===== config.mk =====
export PLATFORM = sky130hd
export DESIGN_NAME = motor_reply_frame_parser
export DESIGN_NICKNAME = d
export VERILOG_FILES = /design/src/rtl/mrfp_pkg.sv /design/src/rtl/mrfp_cell.sv /design/src/rtl/motor_reply_frame_parser.sv
export SDC_FILE = /design/constraint.sdc
export NUM_CORES = 1
export LEC_CHECK = 0
export BUFFER_PORTS_ARGS = -buffer_cell sky130_fd_sc_hd__buf_4
export CAP_MARGIN = 10
export CORE_UTILIZATION = 60
export DETAILED_ROUTE_END_ITERATION = 12
export PLACE_DENSITY = 0.91
export SYNTH_ARGS = -nofsm -noshare
export SYNTH_HDL_FRONTEND = slang
export SYNTH_SLANG_ARGS = --single-unit

===== constraint.sdc =====
create_clock -name clock -period 28.3 [get_ports clock]
set_clock_uncertainty 0.15 [all_clocks]
set_input_delay 7.075 -clock clock [delete_from_list [all_inputs] [get_ports clock]]
set_output_delay 7.075 -clock clock [all_outputs]
set_load 0.005 [all_outputs]

===== src/rtl/mrfp_pkg.sv =====
// Shared types, constants and frame-length decode for the motor reply frame parser.
package mrfp_pkg;

   typedef logic [7:0] byte_type;
   typedef logic [3:0] len_type;

   // Configuration register indexes
   typedef enum logic [7:0] {
      CSR_EXPECTED_ADDR = 8'd0,
      CSR_TAIL_BYTE     = 8'd1,
      CSR_POSITION_CODE = 8'd2,
      CSR_SPEED_CODE    = 8'd3,
      CSR_SHORT_CODES   = 8'd4
   } csr_index_type;

   localparam byte_type ERROR_CODE    = 8'h00;
   localparam len_type  LEN_POSITION  = 4'd8;
   localparam len_type  LEN_SPEED     = 4'd6;
   localparam len_type  LEN_SHORT     = 4'd4;
   localparam len_type  LEN_NONE      = 4'd0;
   localparam int       SHORT_COUNT   = 6;
   localparam int       CSR_DATA_W    = 48;

   // Per-cycle control handed to every window cell
   typedef struct packed {
      logic shift;   // take the byte of the next cell up
      logic load;    // accept the incoming byte (overrides shift)
   } cell_ctrl_type;

   // Frame length by function code; position beats speed beats the 4-byte codes
   function automatic len_type frame_len(
      input byte_type                  code,
      input byte_type                  position_code,
      input byte_type                  speed_code,
      input logic [CSR_DATA_W-1:0]     short_codes
   );
      logic short_hit;
      short_hit = (code == ERROR_CODE);
      for (int k = 0; k < SHORT_COUNT; k++) begin
         if (short_codes[8*k +: 8] == code) begin
            short_hit = 1'b1;
         end
      end
      if (code == position_code) begin
         return LEN_POSITION;
      end else if (code == speed_code) begin
         return LEN_SPEED;
      end else if (short_hit) begin
         return LEN_SHORT;
      end else begin
         return LEN_NONE;
      end
   endfunction

endpackage


===== src/rtl/mrfp_cell.sv =====
// One byte cell of the receive window; shifts toward the head or loads a new byte.
module mrfp_cell
   import mrfp_pkg::*;
(
   input  logic          clock,
   input  cell_ctrl_type ctrl,
   input  byte_type      up_byte,
   input  byte_type      new_byte,
   output byte_type      cell_byte
);

   byte_type byte_ff;
   byte_type byte_in;

   // Load wins; otherwise move one place toward the head when shifting
   always_comb begin
      if (ctrl.load) begin
         byte_in = new_byte;
      end else if (ctrl.shift) begin
         byte_in = up_byte;
      end else begin
         byte_in = byte_ff;
      end
   end

   always_ff @(posedge clock) begin
      byte_ff <= byte_in;
   end

   assign cell_byte = byte_ff;

endmodule


===== src/rtl/motor_reply_frame_parser.sv =====
// Reply frame parser: byte window as a chain of cells, resync sequencer and reply register.
// Result: a frame's result is registered in the scan state after its tail byte is taken
//   and after any bytes dropped in the search before it, once the reply register is free.
// Input: a byte is taken only in the idle state; the input stalls while the window is scanned
//   and while a good frame is removed; the window shifts one byte a cycle during removal.
// Reset: window empty, reject counter zero, configuration registers at their default values.
module motor_reply_frame_parser
   import mrfp_pkg::*;
#(
   parameter int WINDOW_DEPTH = 16
)(
   input  logic                   clock,
   input  logic                   reset,
   // byte input
   input  logic                   req_valid,
   output logic                   req_stall,
   input  logic [7:0]             req_in_byte,
   // reply output
   output logic                   rsp_valid,
   input  logic                   rsp_stall,
   output logic [7:0]             rsp_reply_code,
   output logic [7:0]             rsp_reply_status,
   output logic signed [32:0]     rsp_position,
   output logic signed [16:0]     rsp_rpm,
   output logic [31:0]            rsp_reject_total,
   // configuration
   input  logic                   csr_wr_en,
   input  logic [7:0]             csr_index,
   input  logic [CSR_DATA_W-1:0]  csr_wr_data
);

   localparam int FILL_W = $clog2(WINDOW_DEPTH + 1);
   localparam int IDX_W  = $clog2(WINDOW_DEPTH);
   localparam logic [FILL_W-1:0] FULL_FILL = FILL_W'(WINDOW_DEPTH);
   localparam logic [IDX_W-1:0]  LAST_IDX  = IDX_W'(WINDOW_DEPTH - 1);

   typedef enum logic [1:0] {
      S_IDLE,
      S_SCAN,
      S_REMOVE
   } state_type;

   state_type             state_ff;
   logic [FILL_W-1:0]     fill_ff;
   logic [31:0]           reject_ff;
   len_type               remain_ff;
   byte_type              expected_addr_ff;
   byte_type              tail_byte_ff;
   byte_type              position_code_ff;
   byte_type              speed_code_ff;
   logic [CSR_DATA_W-1:0] short_codes_ff;
   logic                  rsp_valid_ff;
   byte_type              rsp_code_ff;
   byte_type              rsp_status_ff;
   logic signed [32:0]    rsp_position_ff;
   logic signed [16:0]    rsp_rpm_ff;
   logic [31:0]           rsp_reject_ff;

   byte_type      cell_bytes [WINDOW_DEPTH];
   cell_ctrl_type cell_ctrl  [WINDOW_DEPTH];

   logic              accept;
   logic              full;
   logic [IDX_W-1:0]  load_idx;
   len_type           head_len;
   byte_type          tail_seen;
   logic              addr_ok;
   logic              sign_bad;
   logic              frame_bad;
   logic              out_free;
   logic              scan_drop;
   logic              scan_done;
   logic              scan_emit;
   logic              shift_all;
   logic [31:0]       pos_mag;
   logic [15:0]       rpm_mag;
   logic signed [32:0] pos_value;
   logic signed [16:0] rpm_value;

   assign req_stall = (state_ff != S_IDLE);
   assign accept    = req_valid && !req_stall;
   assign full      = (fill_ff == FULL_FILL);
   assign load_idx  = full ? LAST_IDX : fill_ff[IDX_W-1:0];
   assign out_free  = !rsp_valid_ff || !rsp_stall;

   // Head-of-window frame check
   always_comb begin
      head_len = frame_len(cell_bytes[1], position_code_ff, speed_code_ff, short_codes_ff);
      case (head_len)
         LEN_POSITION: tail_seen = cell_bytes[7];
         LEN_SPEED:    tail_seen = cell_bytes[5];
         default:      tail_seen = cell_bytes[3];
      endcase
      addr_ok   = (cell_bytes[0] == expected_addr_ff);
      sign_bad  = ((head_len == LEN_POSITION) || (head_len == LEN_SPEED)) &&
                  (cell_bytes[2] > 8'd1);
      frame_bad = (tail_seen != tail_byte_ff) || sign_bad;
      scan_done = 1'b0;
      scan_drop = 1'b0;
      scan_emit = 1'b0;
      if (fill_ff == '0) begin
         scan_done = 1'b1;
      end else if (!addr_ok) begin
         scan_drop = 1'b1;
      end else if (fill_ff < FILL_W'(2)) begin
         scan_done = 1'b1;
      end else if (head_len == LEN_NONE) begin
         scan_drop = 1'b1;
      end else if (fill_ff < FILL_W'(head_len)) begin
         scan_done = 1'b1;
      end else if (frame_bad) begin
         scan_drop = 1'b1;
      end else begin
         scan_emit = 1'b1;
      end
   end

   // Reply payload values
   always_comb begin
      pos_mag   = {cell_bytes[3], cell_bytes[4], cell_bytes[5], cell_bytes[6]};
      rpm_mag   = {cell_bytes[3], cell_bytes[4]};
      pos_value = (cell_bytes[2] != 8'd0) ? -$signed({1'b0, pos_mag})
                                          : $signed({1'b0, pos_mag});
      rpm_value = (cell_bytes[2] != 8'd0) ? -$signed({1'b0, rpm_mag})
                                          : $signed({1'b0, rpm_mag});
   end

   // Window shift: drop on a full accept, a rejected head byte, or frame removal
   assign shift_all = (accept && full) ||
                      ((state_ff == S_SCAN) && scan_drop) ||
                      (state_ff == S_REMOVE);

   // Chain of window cells
   for (genvar i = 0; i < WINDOW_DEPTH; i++) begin : g_cell
      byte_type up_byte;
      if (i == WINDOW_DEPTH - 1) begin : g_last
         assign up_byte = 8'h00;
      end else begin : g_mid
         assign up_byte = cell_bytes[i+1];
      end
      assign cell_ctrl[i].shift = shift_all;
      assign cell_ctrl[i].load  = accept && (load_idx == IDX_W'(i));
      mrfp_cell u_cell (
         .clock     (clock),
         .ctrl      (cell_ctrl[i]),
         .up_byte   (up_byte),
         .new_byte  (req_in_byte),
         .cell_byte (cell_bytes[i])
      );
   end

   // Sequencer, counters, configuration and reply register
   always_ff @(posedge clock) begin
      if (reset) begin
         state_ff         <= S_IDLE;
         fill_ff          <= '0;
         reject_ff        <= '0;
         remain_ff        <= '0;
         expected_addr_ff <= 8'h01;
         tail_byte_ff     <= 8'h6B;
         position_code_ff <= 8'h36;
         speed_code_ff    <= 8'h35;
         short_codes_ff   <= 48'h3AF3FDF6FE0A;
         rsp_valid_ff     <= 1'b0;
      end else begin
         if (csr_wr_en) begin
            unique case (csr_index)
               CSR_EXPECTED_ADDR: expected_addr_ff <= csr_wr_data[7:0];
               CSR_TAIL_BYTE:     tail_byte_ff     <= csr_wr_data[7:0];
               CSR_POSITION_CODE: position_code_ff <= csr_wr_data[7:0];
               CSR_SPEED_CODE:    speed_code_ff    <= csr_wr_data[7:0];
               CSR_SHORT_CODES:   short_codes_ff   <= csr_wr_data;
               default: ;
            endcase
         end
         // Taken reply leaves unless a new one replaces it in the same cycle
         if (rsp_valid_ff && !rsp_stall && !((state_ff == S_SCAN) && scan_emit)) begin
            rsp_valid_ff <= 1'b0;
         end
         unique case (state_ff)
            S_IDLE: begin
               if (accept) begin
                  if (full) begin
                     reject_ff <= reject_ff + 32'd1;
                  end else begin
                     fill_ff <= fill_ff + FILL_W'(1);
                  end
                  state_ff <= S_SCAN;
               end
            end
            S_SCAN: begin
               if (scan_done) begin
                  state_ff <= S_IDLE;
               end else if (scan_drop) begin
                  fill_ff   <= fill_ff - FILL_W'(1);
                  reject_ff <= reject_ff + 32'd1;
               end else if (scan_emit && out_free) begin
                  rsp_valid_ff    <= 1'b1;
                  rsp_code_ff     <= cell_bytes[1];
                  rsp_status_ff   <= cell_bytes[2];
                  rsp_position_ff <= (head_len == LEN_POSITION) ? pos_value : '0;
                  rsp_rpm_ff      <= (head_len == LEN_SPEED) ? rpm_value : '0;
                  rsp_reject_ff   <= reject_ff;
                  remain_ff       <= head_len;
                  state_ff        <= S_REMOVE;
               end
            end
            S_REMOVE: begin
               fill_ff   <= fill_ff - FILL_W'(1);
               remain_ff <= remain_ff - 4'd1;
               if (remain_ff == 4'd1) begin
                  state_ff <= S_IDLE;
               end
            end
            default: state_ff <= S_IDLE;
         endcase
      end
   end

   assign rsp_valid        = rsp_valid_ff;
   assign rsp_reply_code   = rsp_code_ff;
   assign rsp_reply_status = rsp_status_ff;
   assign rsp_position     = rsp_position_ff;
   assign rsp_rpm          = rsp_rpm_ff;
   assign rsp_reject_total = rsp_reject_ff;

endmodule

== Word level (Yosys, flattened, before mapping) ==
Cells that the tools add are included.

* Word-level logic and storage cells: 249
* Flip-flop bits (word level): 350

* $lt $le $gt $ge: 3
* Reductions and logical operators: 72
* $add $sub $neg: 6
* Muxes and demuxes: 87
* Equality and inequality tests: 45
* Bitwise logic cells: 3

{| class="wikitable"
|+ Operators by type and width
! operator !! number
|-
| $mux W8 || 32
|-
| $mux W32 || 5
|-
| $eq A8 B8 Y1 || 9
|-
| $pmux W32 S2 || 1
|-
| $reduce_bool A2 Y1 || 19
|-
| $eq A4 B4 Y1 const B || 9
|-
| $neg A32 Y33 || 1
|-
| $add A32 B1 Y32 const B || 1
|-
| $mux W1 || 28
|-
| $logic_and A1 B1 Y1 || 24
|-
| $eq A4 B3 Y1 const B || 5
|-
| $mux W4 || 5
|-
| $mux W5 || 4
|-
| $neg A16 Y17 || 1
|-
| $eq A8 B2 Y1 const B || 2
|-
| $logic_not A8 Y1 || 2
|-
| $mux W16 || 1
|-
| $pmux W8 S2 || 1
|-
| $pmux W5 S3 || 1
|-
| $reduce_and A5 Y1 || 3
|-
| $reduce_and A2 Y1 || 7
|-
| $ne A2 B2 Y1 const B || 6
|-
| $mux W2 || 5
|-
| $eq A4 B1 Y1 const B || 2
|-
| 28 further kinds || 42
|}

== Depth between registers and ports, before layout ==
Gate-level depths: netlist of the first run.

* Word-level depth: 28
* Mapped depth: 17

== Hierarchy ==
A second synthesis of the first run with hierarchy kept.

* Cells, all modules: 1451
* Area, all modules: 17172.7 µm²

{| class="wikitable"
|+ By module, submodules not included
! module !! seq. area each (µm²) !! times used !! area an instance (µm²) !! cells an instance
|-
| motor_reply_frame_parser || 5425.2 || 1 || 11126.9 || 1163
|-
| mrfp_cell || 240.2 || 16 || 377.9 || 18
|}

== Worst setup path after synthesis of the first run ==
Ideal clock, no wire load.

* Path kind: input port to flip-flop
* Start: input port reset
* End: register rsp_position_ff[0] (netlist: rsp_position[0]), enable pin
* Cell stages on the path: 3
* Data required time: 27319 ps
* Slack: 9701 ps
* Data arrival time: 17618 ps
* Buffers on the path: 2
* Path through: clkbuf_1 clkbuf_1 nor4b_1

* Word-level cells in the longest chain between the ends: 2

{| class="wikitable"
|+ Ends and longest elaborated chain
! what !! RTL line !! source
|-
| start: declaration || motor_reply_frame_parser.sv:13 || <nowiki>input logic reset,</nowiki>
|-
| $not A1 Y1 (no line) || -- ||
|-
| $reduce_and A5 Y1 (no line) || -- ||
|-
| end signal: assignment || motor_reply_frame_parser.sv:201 || <nowiki>rsp_position_ff <= (head_len == LEN_POSITION) ? pos_value : '0;</nowiki>
|-
| end: declaration || motor_reply_frame_parser.sv:55 || <nowiki>logic signed [32:0] rsp_position_ff;</nowiki>
|}

No other way between the ends.
A chain may end at the register's enable or synchronous reset.

== Worst setup path in the final report of the first run ==
* Start: input port req_valid
* End: register reject_ff[11]

* Word-level cells in the longest chain between the ends: 3

{| class="wikitable"
|+ Ends and longest elaborated chain
! what !! RTL line !! source
|-
| start: declaration || motor_reply_frame_parser.sv:15 || <nowiki>input logic req_valid,</nowiki>
|-
| $logic_and A1 B1 Y1 || motor_reply_frame_parser.sv:81 || <nowiki>assign accept = req_valid && !req_stall;</nowiki>
|-
| $ne A2 B2 Y1 (no line) || -- ||
|-
| $reduce_and A5 Y1 (no line) || -- ||
|-
| end signal: assignment || motor_reply_frame_parser.sv:184 || <nowiki>reject_ff <= reject_ff + 32'd1;</nowiki>
|-
| end signal: assignment || motor_reply_frame_parser.sv:196 || <nowiki>reject_ff <= reject_ff + 32'd1;</nowiki>
|-
| end: declaration || motor_reply_frame_parser.sv:45 || <nowiki>logic [31:0] reject_ff;</nowiki>
|}

No other way between the ends.

==> out/metrics.yaml, run 1 <==
synthesis:
  synth_cells: 1445
  synth.distinct_cells: 70
  async_flop_share_pct: 0
  synth_area_leader_cell: "edfxtp_1"
  yosys-top-cells-area: "edfxtp_1 41%, dfxtp_1 15%, mux2_2 8.1%"
  ys_seq_area_share_pct: 56.48
  syn_nets: 1529
  synth.top_cell.area_share_pct: 41.36
  ys_warn_count: 0
  ys_ff_latch: 350
  synth_area_per_cell_um2: 11.36
  ys.flop_type: "edfxtp_1"
  synth_edf_count: 226
  netlist_area_um2: 16410
min_path:
  holdPathEnd: "rsp_reject_total[14]"
  hold_path_class: "flip-flop to flip-flop"
  min_path_cells: 0
  hp-start: "reject_ff[14]"
floorplan:
  rows: 60
  die_h_um: 167.4
  ios: 169
  core_um2: 26880
  start_util_pct: 61.06
  die_w_um: 167.4
  die_area_um2: 28010
setup_path:
  reg2reg_setup_slack_ns: 23.20
  cp-end-kind: "flip-flop"
  worstPathRequired_ns: 28.60
  cp_max_fo: 49
  r2r_cells: 11
  r2r-start: "g_cell[1].u_cell.cell_byte[0]"
  crit_type: "input pin to flip-flop"
  reg2reg_to: "g_cell[5].u_cell.cell_byte[2]"
  worstPathArrival_ns: 9.20
  critPathLaunchType: "input pin"
sta:
  setup-tns-final_ns: 0
  hold_viol: 0
  setup_violations: 0
  worstMarginPinSlew_ns: 1.281
  relSlewSlack_pct: 13.68
  fin_crit_sh_pct: 31.48
  min_period_ns: 8.908
  rsz0062_at_grt: "false"
  slew_viol_final: 0
  fmax_mhz: 112.3
outcome:
  run_status: "complete, no violations"
power:
  p_leak_nw: 6.829
  p_per_area_nw_per_um2: 85.47
  max-vdd-ir-drop_mv: 0.08169
global_route:
  gr-usage-all-layers_pct: 28.46
  grt_pass1_vias: 11860
  grt_use_met3_pct: 4.798
  grt_antenna_before_repair: 0
  grt_busiest_layer: "met2"
  grt_use_met2_pct: 48.06
  met1_usage_pct: 35.57
  grt_max_degree: 75
  overflow: 0
  grt_pass1_wl_um: 62490
clocking:
  numCtsBuffers: 36
  clock-sinks: 350
  h-tree-depth: 2
  cts_root_buf: "clkbuf_16"
  post_cts_buffers: 0
  hold_buffers: 0
  clkTransAtPathRegs_ns: 0.06
  clkLatencyLatePin_ns: 0.54
  cts-resized-gates: 0
  clockBufferDepth: 3
  cts_tree: "done"
run:
  maxCapViolCount: 0
placement:
  place.gp.congestion: 0.9166
  placedInstanceArea_um2: 17790
  portBuffers: 168
  dpl.hpwl_um: 26700
finish:
  drive_gt1_share_pct: 23.19
  fin_area_um2: 18890
  antenna_cells: 0
  nNetsFinal: 1661
  area_growth_pct: 15.14
detailed_routing:
  viasPerCell: 6.322
  antenna_left: 0
  drt_pass1_iterations: 6
  drc_errors: 0
  vias: 12300
  drt_wl_total_um: 40540
  wl_per_cell_um: 20.84
  drt_iter0_drc: 1323
==> cell usage after synthesis (3+ instances only) <==
| cell | instances |
|---|---|
| edfxtp_1 | 226 |
| nand2_1 | 170 |
| dfxtp_1 | 124 |
| mux2_2 | 118 |
| nor2_1 | 109 |
| a21oi_1 | 75 |
| xnor2_1 | 68 |
| clkbuf_1 | 64 |
| nand3_1 | 56 |
| xor2_1 | 52 |
| o21ai_0 | 37 |
| mux2i_1 | 36 |
| nor4_1 | 25 |
| o31ai_1 | 25 |
| nand4_1 | 23 |
| or4_1 | 23 |
| nor3_1 | 21 |
| inv_1 | 19 |
| nand2b_1 | 16 |
| or3_1 | 15 |
| ha_1 | 14 |
| and2_1 | 13 |
| buf_4 | 10 |
| a31oi_1 | 8 |
| and4_1 | 6 |
| o21a_1 | 6 |
| o21ai_1 | 6 |
| buf_2 | 5 |
| nor2b_1 | 5 |
| o41ai_1 | 5 |
| or2_2 | 4 |
| a21o_1 | 3 |
| and3_1 | 3 |
| buf_6 | 3 |
| nand4b_1 | 3 |
| o31a_1 | 3 |
==> final cells by class <==
cell class	instances	area, um2
sequential	350	9269
fill	1720	7981
multi-input combinational	991	6699
timing repair buffer	178	1331
clock buffer	42	943.4
tap	341	426.7
clock inverter	23	150.1
inverter	20	75.07
==> metrics by stage <==
stage | total power [mW] | util [%] | setup WS [ns] | hold slack, ns | instances
6_report | 1.615 | 70.30 | 19.39 | 0.3049 | 1945
5_1_grt | 1.670 | 70.30 | 19.22 | 0.3180 | 1945
4_1_cts | 1.607 | 70.27 | 19.35 | 0.3071 | 1943
3_5_place_dp | 1.160 | 66.20 | 18.87 | 0.2929 | 1878
3_3_place_gp | 1.136 | 66.20 | 19.00 | 0.2897 | 1878
2_1_floorplan | 1.046 | - | 9.701 | 0.2564 | 1445
==> power by group <==
part / switching, mW / internal, mW
registers: 0.121 / 0.687
logic: 0.204 / 0.158
clock network: 0.197 / 0.249
==> layout by cell type, fill, tap and decap left out, types with 13 or more instances in the layout <==
cell       count
ha_1          14
nand3_1       56
inv_1         19
nand4_1       23
xnor2_1       68
o31ai_1       25
o21ai_0       36
nand2_1      170
clkbuf_16     36
a21oi_1       75
nand2b_1      16
buf_4        176
nor3_1        21
mux2_2       118
and2_1        13
nor2_1       108
nor4_1        25
edfxtp_1     226
or3_1         15
xor2_1        52
or4_1         23
mux2i_1       36
dfxtp_1      124
==> worst max-delay path: stages <==
cell	delay, ns
buf_4	0.10
nand2_1	0.20
nor3_1	0.36
a21oi_1	0.12
a31oi_4	0.23
o31ai_4	0.10
buf_4	0.27
or4_1	0.55
a21oi_1	0.18
==> metal layers <==
layer,vias to the layer above,wire [um]
met3,158,3374
met1,5914,15140
met2,697,20170
met4,0,1851
li1,5528,-
met5,-,0
==> sequential cells by signal, indices dropped and copies added (netlist names) <==
signal	cells
rsp_reject_total	32
rsp_reply_status	8
rsp_reply_code	8
speed_code_ff	8
short_codes_ff	48
rsp_valid	1
expected_addr_ff	8
rsp_rpm	17
rsp_position	33
position_code_ff	8
fill_ff	5
reject_ff	32
g_cell.u_cell.cell_byte	128
tail_byte_ff	8
remain_ff	4
state_ff	2
==> kinds of logic (layout without fill, tap and decap cells) <==
logic type,count (synthesis),in the layout,synth area share [%]
AOI/OAI and AO/OA,196,196,7.739
xor gates and xnor gates,120,120,6.405
adders and majority gates,15,15,1.189
buffers and inverters,104,263,2.783
DFF,350,350,56.48
muxes,155,155,10.36
and+or+nand+nor,505,505,15.04
==> worst max-delay path by stage <==
stage	startpoint	slack (ns)	endpoint
global route	req_valid	19.22	reject_ff[11]
CTS	req_valid	19.35	g_cell[3].u_cell.cell_byte[4]
finish	req_valid	19.39	reject_ff[11]
global placement	req_valid	19.00	reject_ff[29]
detailed placement	req_valid	18.87	g_cell[3].u_cell.cell_byte[0]
floorplan	reset	9.70	rsp_position[0]
No activity file was read; power rests on OpenSTA's default activity.
==> run 2: changes to the inputs <==
--- a/config.mk
+++ b/config.mk
@@ -7,9 +7,9 @@
 export LEC_CHECK = 0
 export BUFFER_PORTS_ARGS = -buffer_cell sky130_fd_sc_hd__buf_4
 export CAP_MARGIN = 10
-export CORE_UTILIZATION = 60
+export CORE_UTILIZATION = 59
 export DETAILED_ROUTE_END_ITERATION = 12
-export PLACE_DENSITY = 0.91
+export PLACE_DENSITY = 0.9
 export SYNTH_ARGS = -nofsm -noshare
 export SYNTH_HDL_FRONTEND = slang
 export SYNTH_SLANG_ARGS = --single-unit
==> constraint.sdc (replaced) <==
create_clock -name clock -period 8.22 [get_ports clock]
set_clock_uncertainty 0.15 [all_clocks]
set_input_delay 2.055 -clock clock [delete_from_list [all_inputs] [get_ports clock]]
set_output_delay 2.055 -clock clock [all_outputs]
set_load 0.005 [all_outputs]
==> out/metrics.yaml, run 2 (synthesis results as in run 1) <==
floorplan:
  die_w_um: 168.8  # +0.83%
  die_h_um: 168.8  # +0.83%
  ios: 169  # unchanged
  die_area_um2: 28480  # +1.7%
  rows: 60  # unchanged
  core_um2: 27100  # +0.84%
  start_util_pct: 60.55  # -0.51 points
power:
  power_mw: 5.574  # +250%
  p_leak_nw: 6.836  # +0.10%
  p_per_area_nw_per_um2: 294.1  # +240%
  max-vdd-ir-drop_mv: 0.1929  # +140%
global_route:
  grt_antenna_before_repair: 1  # +1
  grt_pass1_vias: 11790  # -0.60%
  grt_pass1_wl_um: 63400  # +1.4%
  overflow: 0  # unchanged
  gr-usage-all-layers_pct: 28.64  # +0.18 points
  grt_max_degree: 91  # +21%
sta:
  setup_violations: 0  # unchanged
  relSlewSlack_pct: 20.32  # +6.6 points
  slew_viol_final: 0  # unchanged
  min_period_ns: 5.491
  rsz0062_at_grt: "false"
  fin_crit_sh_pct: 66.80
  fmax_mhz: 182.1
  holdWs_ns: 0.3145  # +0.009547 ns
  setup-tns-final_ns: 0  # unchanged
  worstMarginPinSlew_ns: 1.183  # -0.09857 ns
  worst_slack_ns: 2.729  # -16.66 ns
  hold_viol: 0  # unchanged
clocking:
  numCtsBuffers: 35  # -2.8%
  cts_tree: "done"
  clock-sinks: 350  # unchanged
  cts_root_buf: "clkbuf_16"
  h-tree-depth: 2  # unchanged
  post_cts_buffers: 0  # unchanged
  clockBufferDepth: 3  # unchanged
  clkLatencyLatePin_ns: 0.51  # -0.03 ns
  clkTransAtPathRegs_ns: 0.06  # about the same
  hold_buffers: 0  # unchanged
  cts-resized-gates: 0  # unchanged
setup_path:
  worstPathArrival_ns: 5.46  # -3.74 ns
  crit_type: "flip-flop to flip-flop"
  critPathLaunchType: "flip-flop"
  worstPathRequired_ns: 8.19  # -20.41 ns
  cp_max_fo: 90  # +84%
  cp-end-kind: "flip-flop"
detailed_routing:
  drc_errors: 0  # unchanged
  drt_wl_total_um: 41360  # +2.0%
  viasPerCell: 6.215  # -1.7%
  drt_pass1_iterations: 7  # +1
  antenna_left: 0  # unchanged
  wl_per_cell_um: 20.96  # +0.57%
  drt_iter0_drc: 1527  # +15%
  vias: 12260  # -0.28%
placement:
  dpl.hpwl_um: 27490  # +3.0%
  place.gp.congestion: 0.9536  # +4.0%
  portBuffers: 168  # unchanged
  pre_cts_slack_ns: 2.898  # -15.97 ns
  place_inst: 1909  # +1.7%
finish:
  largest_register_ffs: 128  # unchanged
  nNetsFinal: 1659  # -0.12%
  layout_common_cells: "226 x edfxtp_1, 176 x buf_4, 170 x nand2_1, 124 x dfxtp_1, 118 x mux2_2"
  antenna_cells: 0  # unchanged
  final_common_cell: "edfxtp_1"
  drive_gt1_share_pct: 23.17  # about the same
  finalNonFillerCells: 1973  # +1.4%
  area_growth_pct: 15.50
run:
  maxCapViolCount: 0  # unchanged
outcome:
  run_status: "complete, no violations"
min_path:
  hold_path_class: "flip-flop to flip-flop"
## run 2: final cells by class
type / instances / area (um2)
repair buffers: 177 / 1326
inverters: 20 / 75.07
clock inverters: 12 / 116.4
fillers: 1760 / 8148
clock buffers: 51 / 988.4
multi-input cells: 991 / 6713
well taps: 372 / 465.4
flip-flops and latches: 350 / 9269
## run 2: layer usage
metal,GRT usage (%),part of all wire [%]
met2,46.98,49
met3,6.289,9.4
met1,36.13,37
met4,13.75,4.7
met5,0,0
## run 2: stage by stage
step                instance area (um2)  utilization (%)
floorplan                         16420                -
global placement                  17840            65.82
detailed placement                17840            65.82
CTS                               18940            69.90
global route                      18950            69.94
finish                            18950            69.94
## run 2: final timing paths
kind,start,end,slack [ns],depth (start not counted)
setup / recovery,g_cell[1].u_cell.cell_byte[2],rsp_reply_status[5],2.73,13
hold / removal,reject_ff[31],rsp_reject_total[31],0.31,0
setup reg to reg,g_cell[1].u_cell.cell_byte[2],rsp_reply_status[5],2.73,13
hold reg to reg,reject_ff[31],rsp_reject_total[31],0.31,0
## run 2: critical path: stages, from the launching register on
cell	delay, ns
edfxtp_1	0.77
xnor2_1	0.22
and4_1	0.43
nand2_1	0.16
and4_1	0.27
and2_1	0.16
or2_2	0.28
ha_1	0.28
o21a_1	0.13
o21ai_0	0.11
a21oi_1	0.28
nand3_1	0.17
nor4b_4	0.65
buf_4	0.92
## run 2: report_power, final
group	internal [mW]	switching (mW)	total (mW)
clock	0.902	0.650	1.55
combinational	0.543	0.704	1.25
sequential	2.36	0.409	2.77
total	3.81	1.76	5.57
